==> src/rtl/cmd_pkg.sv <==
// cmd_pkg: request types and shared constants of the cell motion detector
// no dependencies; used by cmd_accum, cmd_stat and cell_motion_detector_core
package cmd_pkg;

  localparam int PIX_W        = 8;
  localparam int IDX_W        = 8;
  localparam int THRESH_W     = 12;
  localparam int VAR_W        = 30;
  localparam int CELL_SIDE_DEF = 16;

  localparam logic [THRESH_W-1:0] THRESH_RESET = 12'd128;
  localparam logic [VAR_W-1:0]    VAR_MAX      = {VAR_W{1'b1}};

  typedef struct packed {
    logic [PIX_W-1:0] previous_pixel;
    logic [PIX_W-1:0] current_pixel;
    logic [IDX_W-1:0] cell_column;
    logic [IDX_W-1:0] cell_row;
    logic             end_of_cell;
  } in_item_t;

  typedef struct packed {
    logic [IDX_W-1:0] out_column;
    logic [IDX_W-1:0] out_row;
    logic             motion;
    logic [VAR_W-1:0] scaled_variance;
  } out_item_t;

endpackage

==> src/rtl/cmd_accum.sv <==
// cmd_accum: input register, running sums of |difference| and its square,
// and the per-cell snapshot register; depends on cmd_pkg
module cmd_accum #(
  parameter int CELL_SIDE = cmd_pkg::CELL_SIDE_DEF,
  parameter int CNT_W     = $clog2(CELL_SIDE * CELL_SIDE + 1),
  parameter int SUM_W     = cmd_pkg::PIX_W + CNT_W,
  parameter int SQ_W      = 2 * cmd_pkg::PIX_W + CNT_W
) (
  input  logic                     clk,
  input  logic                     rst_n,
  input  logic                     in_valid,
  output logic                     in_stall,
  input  cmd_pkg::in_item_t        in_data,
  output logic                     snap_valid,
  input  logic                     snap_ready,
  output logic [CNT_W-1:0]         snap_n,
  output logic [SUM_W-1:0]         snap_sum,
  output logic [SQ_W-1:0]          snap_sq,
  output logic [cmd_pkg::IDX_W-1:0] snap_column,
  output logic [cmd_pkg::IDX_W-1:0] snap_row
);

  localparam int PAIRS = CELL_SIDE * CELL_SIDE;

  logic                         s0_valid_r;
  cmd_pkg::in_item_t            s0_item_r;
  logic                         s0_go;
  logic                         s0_load;
  logic                         s1_valid_r;
  logic                         s1_free;
  logic [CNT_W-1:0]             cnt_r, cnt_nxt;
  logic [SUM_W-1:0]             sum_r, sum_nxt;
  logic [SQ_W-1:0]              sq_r, sq_nxt;
  logic [cmd_pkg::PIX_W-1:0]    diff;
  logic [2*cmd_pkg::PIX_W-1:0]  diff_sq;
  logic                         take;
  logic [CNT_W-1:0]             n_r;
  logic [SUM_W-1:0]             snap_sum_r;
  logic [SQ_W-1:0]              snap_sq_r;
  logic [cmd_pkg::IDX_W-1:0]    col_r, row_r;

  assign s1_free  = !s1_valid_r || snap_ready;
  assign s0_go    = s0_valid_r && (!s0_item_r.end_of_cell || s1_free);
  assign in_stall = s0_valid_r && !s0_go;
  assign s0_load  = in_valid && !in_stall;

  // absolute difference, its square and the next running sums
  always_comb begin
    if (s0_item_r.current_pixel >= s0_item_r.previous_pixel) begin
      diff = s0_item_r.current_pixel - s0_item_r.previous_pixel;
    end else begin
      diff = s0_item_r.previous_pixel - s0_item_r.current_pixel;
    end
    diff_sq = diff * diff;
    take    = cnt_r < CNT_W'(PAIRS);
    if (take) begin
      cnt_nxt = cnt_r + CNT_W'(1);
      sum_nxt = sum_r + SUM_W'(diff);
      sq_nxt  = sq_r + SQ_W'(diff_sq);
    end else begin
      cnt_nxt = cnt_r;
      sum_nxt = sum_r;
      sq_nxt  = sq_r;
    end
  end

  always_ff @(posedge clk) begin
    if (!rst_n) begin
      s0_valid_r <= 1'b0;
    end else if (!s0_valid_r || s0_go) begin
      s0_valid_r <= in_valid;
    end
  end

  always_ff @(posedge clk) begin
    if (s0_load) begin
      s0_item_r <= in_data;
    end
  end

  // running sums, cleared when a cell closes
  always_ff @(posedge clk) begin
    if (!rst_n) begin
      cnt_r <= '0;
      sum_r <= '0;
      sq_r  <= '0;
    end else if (s0_go) begin
      if (s0_item_r.end_of_cell) begin
        cnt_r <= '0;
        sum_r <= '0;
        sq_r  <= '0;
      end else begin
        cnt_r <= cnt_nxt;
        sum_r <= sum_nxt;
        sq_r  <= sq_nxt;
      end
    end
  end

  always_ff @(posedge clk) begin
    if (!rst_n) begin
      s1_valid_r <= 1'b0;
    end else if (s0_go && s0_item_r.end_of_cell) begin
      s1_valid_r <= 1'b1;
    end else if (snap_ready) begin
      s1_valid_r <= 1'b0;
    end
  end

  always_ff @(posedge clk) begin
    if (s0_go && s0_item_r.end_of_cell) begin
      n_r        <= cnt_nxt;
      snap_sum_r <= sum_nxt;
      snap_sq_r  <= sq_nxt;
      col_r      <= s0_item_r.cell_column;
      row_r      <= s0_item_r.cell_row;
    end
  end

  assign snap_valid  = s1_valid_r;
  assign snap_n      = n_r;
  assign snap_sum    = snap_sum_r;
  assign snap_sq     = snap_sq_r;
  assign snap_column = col_r;
  assign snap_row    = row_r;

  // pair count never passes the cell size
  a_cnt_bound: assert property (@(posedge clk) disable iff (!rst_n)
    cnt_r <= CNT_W'(PAIRS))
    else $error("pair count beyond cell size");

  // a closing pair leaves cleared sums behind
  a_clear: assert property (@(posedge clk) disable iff (!rst_n)
    (s0_go && s0_item_r.end_of_cell) |=> (cnt_r == '0 && sum_r == '0 && sq_r == '0))
    else $error("sums not cleared after cell");

  // a snapshot always counts at least one pair
  a_snap_n: assert property (@(posedge clk) disable iff (!rst_n)
    s1_valid_r |-> (n_r != '0))
    else $error("empty cell snapshot");

endmodule

==> src/rtl/cmd_stat.sv <==
// cmd_stat: product and variance stages plus threshold compare into the result register
// depends on cmd_pkg; fed by the snapshot of cmd_accum
module cmd_stat #(
  parameter int CELL_SIDE = cmd_pkg::CELL_SIDE_DEF,
  parameter int CNT_W     = $clog2(CELL_SIDE * CELL_SIDE + 1),
  parameter int SUM_W     = cmd_pkg::PIX_W + CNT_W,
  parameter int SQ_W      = 2 * cmd_pkg::PIX_W + CNT_W
) (
  input  logic                         clk,
  input  logic                         rst_n,
  input  logic                         snap_valid,
  output logic                         snap_ready,
  input  logic [CNT_W-1:0]             snap_n,
  input  logic [SUM_W-1:0]             snap_sum,
  input  logic [SQ_W-1:0]              snap_sq,
  input  logic [cmd_pkg::IDX_W-1:0]    snap_column,
  input  logic [cmd_pkg::IDX_W-1:0]    snap_row,
  input  logic [cmd_pkg::THRESH_W-1:0] threshold,
  output logic                         out_valid,
  input  logic                         out_stall,
  output cmd_pkg::out_item_t           out_data
);

  localparam int P1_W  = CNT_W + SQ_W;
  localparam int P2_W  = 2 * SUM_W;
  localparam int T2_W  = 2 * cmd_pkg::THRESH_W;
  localparam int N2_W  = 2 * CNT_W;
  localparam int RHS_W = T2_W + N2_W;
  localparam int LHS_W = P1_W + 8;
  localparam int CMP_W = (LHS_W > RHS_W) ? LHS_W : RHS_W;
  localparam int SAT_W = (P1_W > cmd_pkg::VAR_W) ? P1_W : cmd_pkg::VAR_W;

  logic                      v2_r, v3_r, v4_r;
  logic                      adv4, adv3, adv2;
  logic [P1_W-1:0]           p1, p1_r;
  logic [P2_W-1:0]           p2, p2_r;
  logic [T2_W-1:0]           t2, t2_r;
  logic [N2_W-1:0]           n2, n2_r;
  logic [P1_W-1:0]           scaled_r;
  logic [RHS_W-1:0]          rhs, rhs_r;
  logic [CMP_W-1:0]          lhs_ext, rhs_ext;
  logic [SAT_W-1:0]          scaled_ext;
  logic [cmd_pkg::IDX_W-1:0] col2_r, row2_r, col3_r, row3_r;
  cmd_pkg::out_item_t        res_nxt, res_r;

  assign adv4       = !v4_r || !out_stall;
  assign adv3       = !v3_r || adv4;
  assign adv2       = !v2_r || adv3;
  assign snap_ready = adv2;

  assign p1  = snap_n * snap_sq;
  assign p2  = snap_sum * snap_sum;
  assign t2  = threshold * threshold;
  assign n2  = snap_n * snap_n;
  assign rhs = t2_r * n2_r;

  always_comb begin
    lhs_ext    = CMP_W'({scaled_r, 8'd0});
    rhs_ext    = CMP_W'(rhs_r);
    scaled_ext = SAT_W'(scaled_r);
    res_nxt.out_column = col3_r;
    res_nxt.out_row    = row3_r;
    res_nxt.motion     = lhs_ext > rhs_ext;
    if (scaled_ext > SAT_W'(cmd_pkg::VAR_MAX)) begin
      res_nxt.scaled_variance = cmd_pkg::VAR_MAX;
    end else begin
      res_nxt.scaled_variance = cmd_pkg::VAR_W'(scaled_ext);
    end
  end

  always_ff @(posedge clk) begin
    if (!rst_n) begin
      v2_r <= 1'b0;
      v3_r <= 1'b0;
      v4_r <= 1'b0;
    end else begin
      if (adv2) begin
        v2_r <= snap_valid;
      end
      if (adv3) begin
        v3_r <= v2_r;
      end
      if (adv4) begin
        v4_r <= v3_r;
      end
    end
  end

  // products
  always_ff @(posedge clk) begin
    if (adv2 && snap_valid) begin
      p1_r   <= p1;
      p2_r   <= p2;
      t2_r   <= t2;
      n2_r   <= n2;
      col2_r <= snap_column;
      row2_r <= snap_row;
    end
  end

  // scaled variance and squared threshold times n squared
  always_ff @(posedge clk) begin
    if (adv3 && v2_r) begin
      scaled_r <= p1_r - P1_W'(p2_r);
      rhs_r    <= rhs;
      col3_r   <= col2_r;
      row3_r   <= row2_r;
    end
  end

  always_ff @(posedge clk) begin
    if (adv4 && v3_r) begin
      res_r <= res_nxt;
    end
  end

  assign out_valid = v4_r;
  assign out_data  = res_r;

  // n times square sum never falls below sum squared
  a_nonneg: assert property (@(posedge clk) disable iff (!rst_n)
    v2_r |-> (p1_r >= P1_W'(p2_r)))
    else $error("negative scaled variance");

  // motion needs a nonzero spread
  a_motion: assert property (@(posedge clk) disable iff (!rst_n)
    (v4_r && res_r.motion) |-> (res_r.scaled_variance != '0))
    else $error("motion flagged on zero variance");

  // a waiting result keeps the last stage from being overwritten
  a_hold: assert property (@(posedge clk) disable iff (!rst_n)
    (v4_r && out_stall) |=> (v4_r && $stable(res_r)))
    else $error("stalled result lost");

endmodule

==> src/rtl/cell_motion_detector_core.sv <==
// cell_motion_detector_core: top level, threshold register and the two datapath parts
// depends on cmd_pkg, cmd_accum and cmd_stat
//
//  channel | direction | handshake         | payload
//  in_     | input     | in_valid/in_stall | cmd_pkg::in_item_t, one pixel pair
//  out_    | output    | out_valid/out_stall | cmd_pkg::out_item_t, one per cell
//  cfg_    | input     | cfg_valid/cfg_ready | motion threshold, 12 bits
//
// one pixel pair taken per cycle unless in_stall is high; the edge that accepts a
// closing pair loads the input reg, then its result passes snapshot, products,
// variance and compare/result reg
// rst_n clears all valids and sums and sets the threshold to 8.0
// out_stall holds the full stages back to the snapshot; the input stalls only when a closing pair meets a full snapshot
module cell_motion_detector_core #(
  parameter int CELL_SIDE = cmd_pkg::CELL_SIDE_DEF
) (
  input  logic                         clk,
  input  logic                         rst_n,
  input  logic                         in_valid,
  output logic                         in_stall,
  input  cmd_pkg::in_item_t            in_data,
  output logic                         out_valid,
  input  logic                         out_stall,
  output cmd_pkg::out_item_t           out_data,
  input  logic                         cfg_valid,
  output logic                         cfg_ready,
  input  logic [cmd_pkg::THRESH_W-1:0] cfg_data
);

  localparam int CNT_W = $clog2(CELL_SIDE * CELL_SIDE + 1);
  localparam int SUM_W = cmd_pkg::PIX_W + CNT_W;
  localparam int SQ_W  = 2 * cmd_pkg::PIX_W + CNT_W;

  logic [cmd_pkg::THRESH_W-1:0] thresh_r;
  logic                         snap_valid;
  logic                         snap_ready;
  logic [CNT_W-1:0]             snap_n;
  logic [SUM_W-1:0]             snap_sum;
  logic [SQ_W-1:0]              snap_sq;
  logic [cmd_pkg::IDX_W-1:0]    snap_column;
  logic [cmd_pkg::IDX_W-1:0]    snap_row;

  assign cfg_ready = 1'b1;

  always_ff @(posedge clk) begin
    if (!rst_n) begin
      thresh_r <= cmd_pkg::THRESH_RESET;
    end else if (cfg_valid && cfg_ready) begin
      thresh_r <= cfg_data;
    end
  end

  cmd_accum #(
    .CELL_SIDE (CELL_SIDE),
    .CNT_W     (CNT_W),
    .SUM_W     (SUM_W),
    .SQ_W      (SQ_W)
  ) u_accum (
    .clk         (clk),
    .rst_n       (rst_n),
    .in_valid    (in_valid),
    .in_stall    (in_stall),
    .in_data     (in_data),
    .snap_valid  (snap_valid),
    .snap_ready  (snap_ready),
    .snap_n      (snap_n),
    .snap_sum    (snap_sum),
    .snap_sq     (snap_sq),
    .snap_column (snap_column),
    .snap_row    (snap_row)
  );

  cmd_stat #(
    .CELL_SIDE (CELL_SIDE),
    .CNT_W     (CNT_W),
    .SUM_W     (SUM_W),
    .SQ_W      (SQ_W)
  ) u_stat (
    .clk         (clk),
    .rst_n       (rst_n),
    .snap_valid  (snap_valid),
    .snap_ready  (snap_ready),
    .snap_n      (snap_n),
    .snap_sum    (snap_sum),
    .snap_sq     (snap_sq),
    .snap_column (snap_column),
    .snap_row    (snap_row),
    .threshold   (thresh_r),
    .out_valid   (out_valid),
    .out_stall   (out_stall),
    .out_data    (out_data)
  );

endmodule
==> config.mk <==
export PLATFORM = sky130hd
export DESIGN_NAME = cell_motion_detector_core
export DESIGN_NICKNAME = d
export VERILOG_FILES = /design/src/rtl/cmd_pkg.sv /design/src/rtl/cmd_accum.sv /design/src/rtl/cmd_stat.sv /design/src/rtl/cell_motion_detector_core.sv
export SDC_FILE = /design/constraint.sdc
export NUM_CORES = 2
export LEC_CHECK = 0
export ABC_AREA = 0
export ABC_CLOCK_PERIOD_IN_PS = 15100
export BUFFER_PORTS_ARGS = -buffer_cell sky130_fd_sc_hd__clkbuf_2
export CAP_MARGIN = 20
export CORE_ASPECT_RATIO = 0.6
export CORE_MARGIN = 3
export CORE_UTILIZATION = 52
export DETAILED_ROUTE_END_ITERATION = 6
export PLACE_DENSITY = 0.73
export SLEW_MARGIN = 5
export SYNTH_ARGS = -nofsm -noshare
export SYNTH_HDL_FRONTEND = slang
export SYNTH_SLANG_ARGS = --single-unit
==> constraint.sdc <==
create_clock -name clk -period 15.1 [get_ports clk]
set_input_delay 0.755 -clock clk [delete_from_list [all_inputs] [get_ports clk]]
set_output_delay 0.755 -clock clk [all_outputs]
set_load 0.02 [all_outputs]
==> metrics.md <==
| Metric | Value |
|---|---|
| Vias/cell | `5.41` |
| DP Worst Slack | `6660 ps` |
| Mean Syn Cell Area | `9.87 um^2` |
| Required time of the critical path | `15470 ps` |
| First-pass GRT wire length | `204 mm` |
| Yosys warnings | `0` |
| First drt pass iteration count | `5` |
| Placed Cells incl. Taps | `6775` |
| Final setup fails | `0` |
| Final non-filler cell total | `6864` |
| Setup bufs post-CTS | `0` |
| Area of the die | `107000 um^2` |
| CTS tree | `done` |
| WP data arrival | `8900 ps` |
| Post-synth EDFFs | `361` |
| Worst skew pair latency | `610 ps` |
| Hold Crit Depth | `1` |
| Total CTS buffers | `46` |
| H-Tree Depth | `2` |
| Hold Path End | `u_accum.s0_item_r[28]` |
| Crit path kind | `register to register` |
| FF-to-FF End | `u_accum.snap_sq[24]` |
| Max layer used | `met4` |
| Grt ovf | `0` |
| Post-Route Setup TNS | `0 ps` |
| Via count | `37102` |
| Number of hold violations in the final report | `0` |
| Worst setup SP type | `register` |
| Initial core utilization | `52.9%` |
| Most common cell after layout, fill and taps aside | `inv_1` |
| M1 wire length | `60.5 mm` |
| Clock sinks | `429` |
| Status | `finished clean` |
| Hold Path Class | `primary input to register` |
| Die width | `421 um` |
| GP Congestion | `0.915` |
| Clock skew | `20.2 ps` |
| Worst R2R Start | `u_accum.s0_item_r[17]` |
| Maximum net fanout on the critical path | `12` |
| Total Routing Usage GR | `23.9%` |
| Port Buffers | `98` |
| I/O pin cnt | `100` |
| Multi-input logic area | `36500 um^2` |
| Reg area | `12200 um^2` |
| Max-slew headroom | `23.6%` |
| Largest net degree at the start of global routing | `76` |
| PostCTS Resize Cnt | `0` |
| Crit. End Element | `register` |
| Register area share after synthesis | `22.7%` |
| Initial antenna violation count | `1` |
| Cell variety after synth | `85` |
| Iter 0 DRT Violations | `3070` |
| Antenna Nets Post-Route | `0` |
| Routed WL per cell | `18.1 um` |
| Final nets | `6854` |
| Clock Path Buffers | `3` |
| Post-CTS Hold Buffers | `0` |
| Vias in the first global route | `38081` |
| Max Cap Viol | `0` |
| Share of cells above drive strength 1 | `4.85%` |
| RSZ-0062 raised after global routing | `false` |
| Final period utilization | `56.5%` |
| DRT Wirelength | `124 mm` |
| Synth Flop Type | `edfxtp_1` |
| FILL cells | `8705` |
| Cell count after synthesis | `5443` |
| Most frequent cells in the layout | `1174 x inv_1, 824 x fa_1, 603 x nand2_1, 535 x ha_1, 382 x and2_1` |
| CTS root buf | `clkbuf_16` |
| Die height | `255 um` |
| Asr flop ratio synth | `0%` |
| Final Max Tran Viols | `0` |
| Met2 wire len | `48.9 mm` |
| FP Rows | `90` |
| DRC viols | `0` |
| Slew of the pin with the lowest slew margin | `1150 ps` |
| #FFs+latches synth | `429` |
| Met3 wire length | `12.2 mm` |
| FF-to-FF setup slack | `6570 ps` |
| Area delta synth->final | `6.40%` |
| Mapped Area | `53700 um^2` |
| Core area | `101000 um^2` |
| Clock-pin slew of the registers on the worst-case setup and hold paths | `70 ps` |
| Worst-case reg-to-reg path depth | `27` |
| Fmax | `117 MHz` |
| DP HPWL | `99.0 mm` |
| Final Worst Setup Slack | `6570 ps` |
| Fin crit period | `8530 ps` |
| Hold Startpoint | `in_data[28]` |
## critical path, cell delays in order, from the launching register on
cell      delay [ps]
edfxtp_1         410
inv_1             80
ha_1             130
inv_1             60
fa_1             460
a21o_1           240
a21oi_4          170
a31oi_2          140
o31ai_4          460
mux2i_1          490
a221oi_2         110
o21bai_2         500
nor2_1           150
fa_1             570
fa_1             520
fa_1             550
inv_1             50
fa_1             520
inv_1             40
ha_1             340
and3_1           190
o21ai_0          270
a41oi_1          210
o41ai_1          460
o21bai_1         110
a21oi_1          730
nor2_1           140
xor2_1           180
## how the worst max path moves through the flow
| stage | start | end | slack, ps |
|---|---|---|---|
| 2_1_floorplan | out_stall | u_stat.col2_r[0] | 4350 |
| 3_3_place_gp | u_accum.s0_item_r[17] | u_accum.snap_sq[24] | 6870 |
| 3_5_place_dp | u_accum.s0_item_r[17] | u_accum.snap_sq[24] | 6660 |
| 4_1_cts | u_accum.s0_item_r[17] | u_accum.snap_sq[24] | 6630 |
| 5_1_grt | u_accum.s0_item_r[17] | u_accum.snap_sq[24] | 5900 |
| 6_report | u_accum.s0_item_r[17] | u_accum.snap_sq[24] | 6570 |
## metrics by stage
stage | cell area [um^2] | hold WS, ps | util [%]
after detailed placement | 55500 | 405 | 54.7
final | 57100 | 311 | 56.3
after CTS | 57100 | 282 | 56.3
after global placement | 55500 | 400 | 54.7
after global routing | 57100 | 282 | 56.3
after floorplan | 53700 | 400 | -
## flip-flops by register name, indices dropped and copies added, names as in the netlist, 8 cells and up
name,count
u_stat.p2_r,33
u_accum.snap_sum,17
u_accum.snap_n,9
thresh_r,12
u_stat.t2_r,23
u_stat.out_data,47
u_accum.cnt_r,9
u_stat.col2_r,8
u_stat.col3_r,8
u_accum.snap_column,8
u_stat.row2_r,8
u_stat.rhs_ext,41
u_accum.sum_r,17
u_accum.snap_row,8
u_accum.sq_r,25
u_accum.snap_sq,25
u_stat.p1_r,34
u_accum.s0_item_r,33
u_stat.scaled_ext,34
u_stat.row3_r,8
u_stat.n2_r,17
## Yosys cell counts (10+ instances only)
master	n	area share [%]
nor2b_1	31	0.36
o21a_1	32	0.45
nand2_1	603	4.2
and2_1	382	4.4
o31ai_1	11	0.15
or2_2	14	0.16
buf_1	19	0.13
and3_1	26	0.30
nor3_1	21	0.20
nand3_1	57	0.53
mux2i_1	18	0.34
xnor2_1	150	2.4
a21o_1	82	1.1
nor2_1	191	1.3
nand2b_1	49	0.57
o21bai_1	27	0.38
dfxtp_1	68	2.5
nand4_1	26	0.30
fa_1	824	31
or3_1	11	0.13
o21ai_0	100	0.93
a211oi_1	14	0.20
clkbuf_1	159	1.1
a22o_1	10	0.16
edfxtp_1	361	20
a31oi_1	27	0.31
ha_1	535	12
mux2_2	14	0.29
a21oi_1	193	1.8
inv_1	1174	8.2
xor2_1	70	1.1
a22oi_1	13	0.18
## layout make-up
class                      count  share of cell area, %
multi-input combinational   3661                   63.8
sequential                   429                   21.4
clock buffer                  55                   2.22
timing repair buffer         132                   1.34
tap                         1380                   3.02
clock inverter                31                  0.523
inverter                    1175                   7.72
antenna                        1                0.00438
## cell families after synthesis
family	after synthesis	synth area share (%)
AOI/OAI and AO/OA	605	7.36
DFF	429	22.7
other	2	0.0140
adders and majority gates	1359	43.2
muxes	32	0.629
and+or+nand+nor	1437	13.0
xor gates and xnor gates	221	3.62
buffers and inverters	1358	9.52
## metal layers
layer,track usage [%],vias up
met3,5.68,128
met5,0,-
met4,4.43,0
met1,38.0,18411
met2,33.1,1513
li1,-,17050
Power is not shown: default switching activity piles up to over one toggle a cycle in this logic, so the estimate is an artifact.
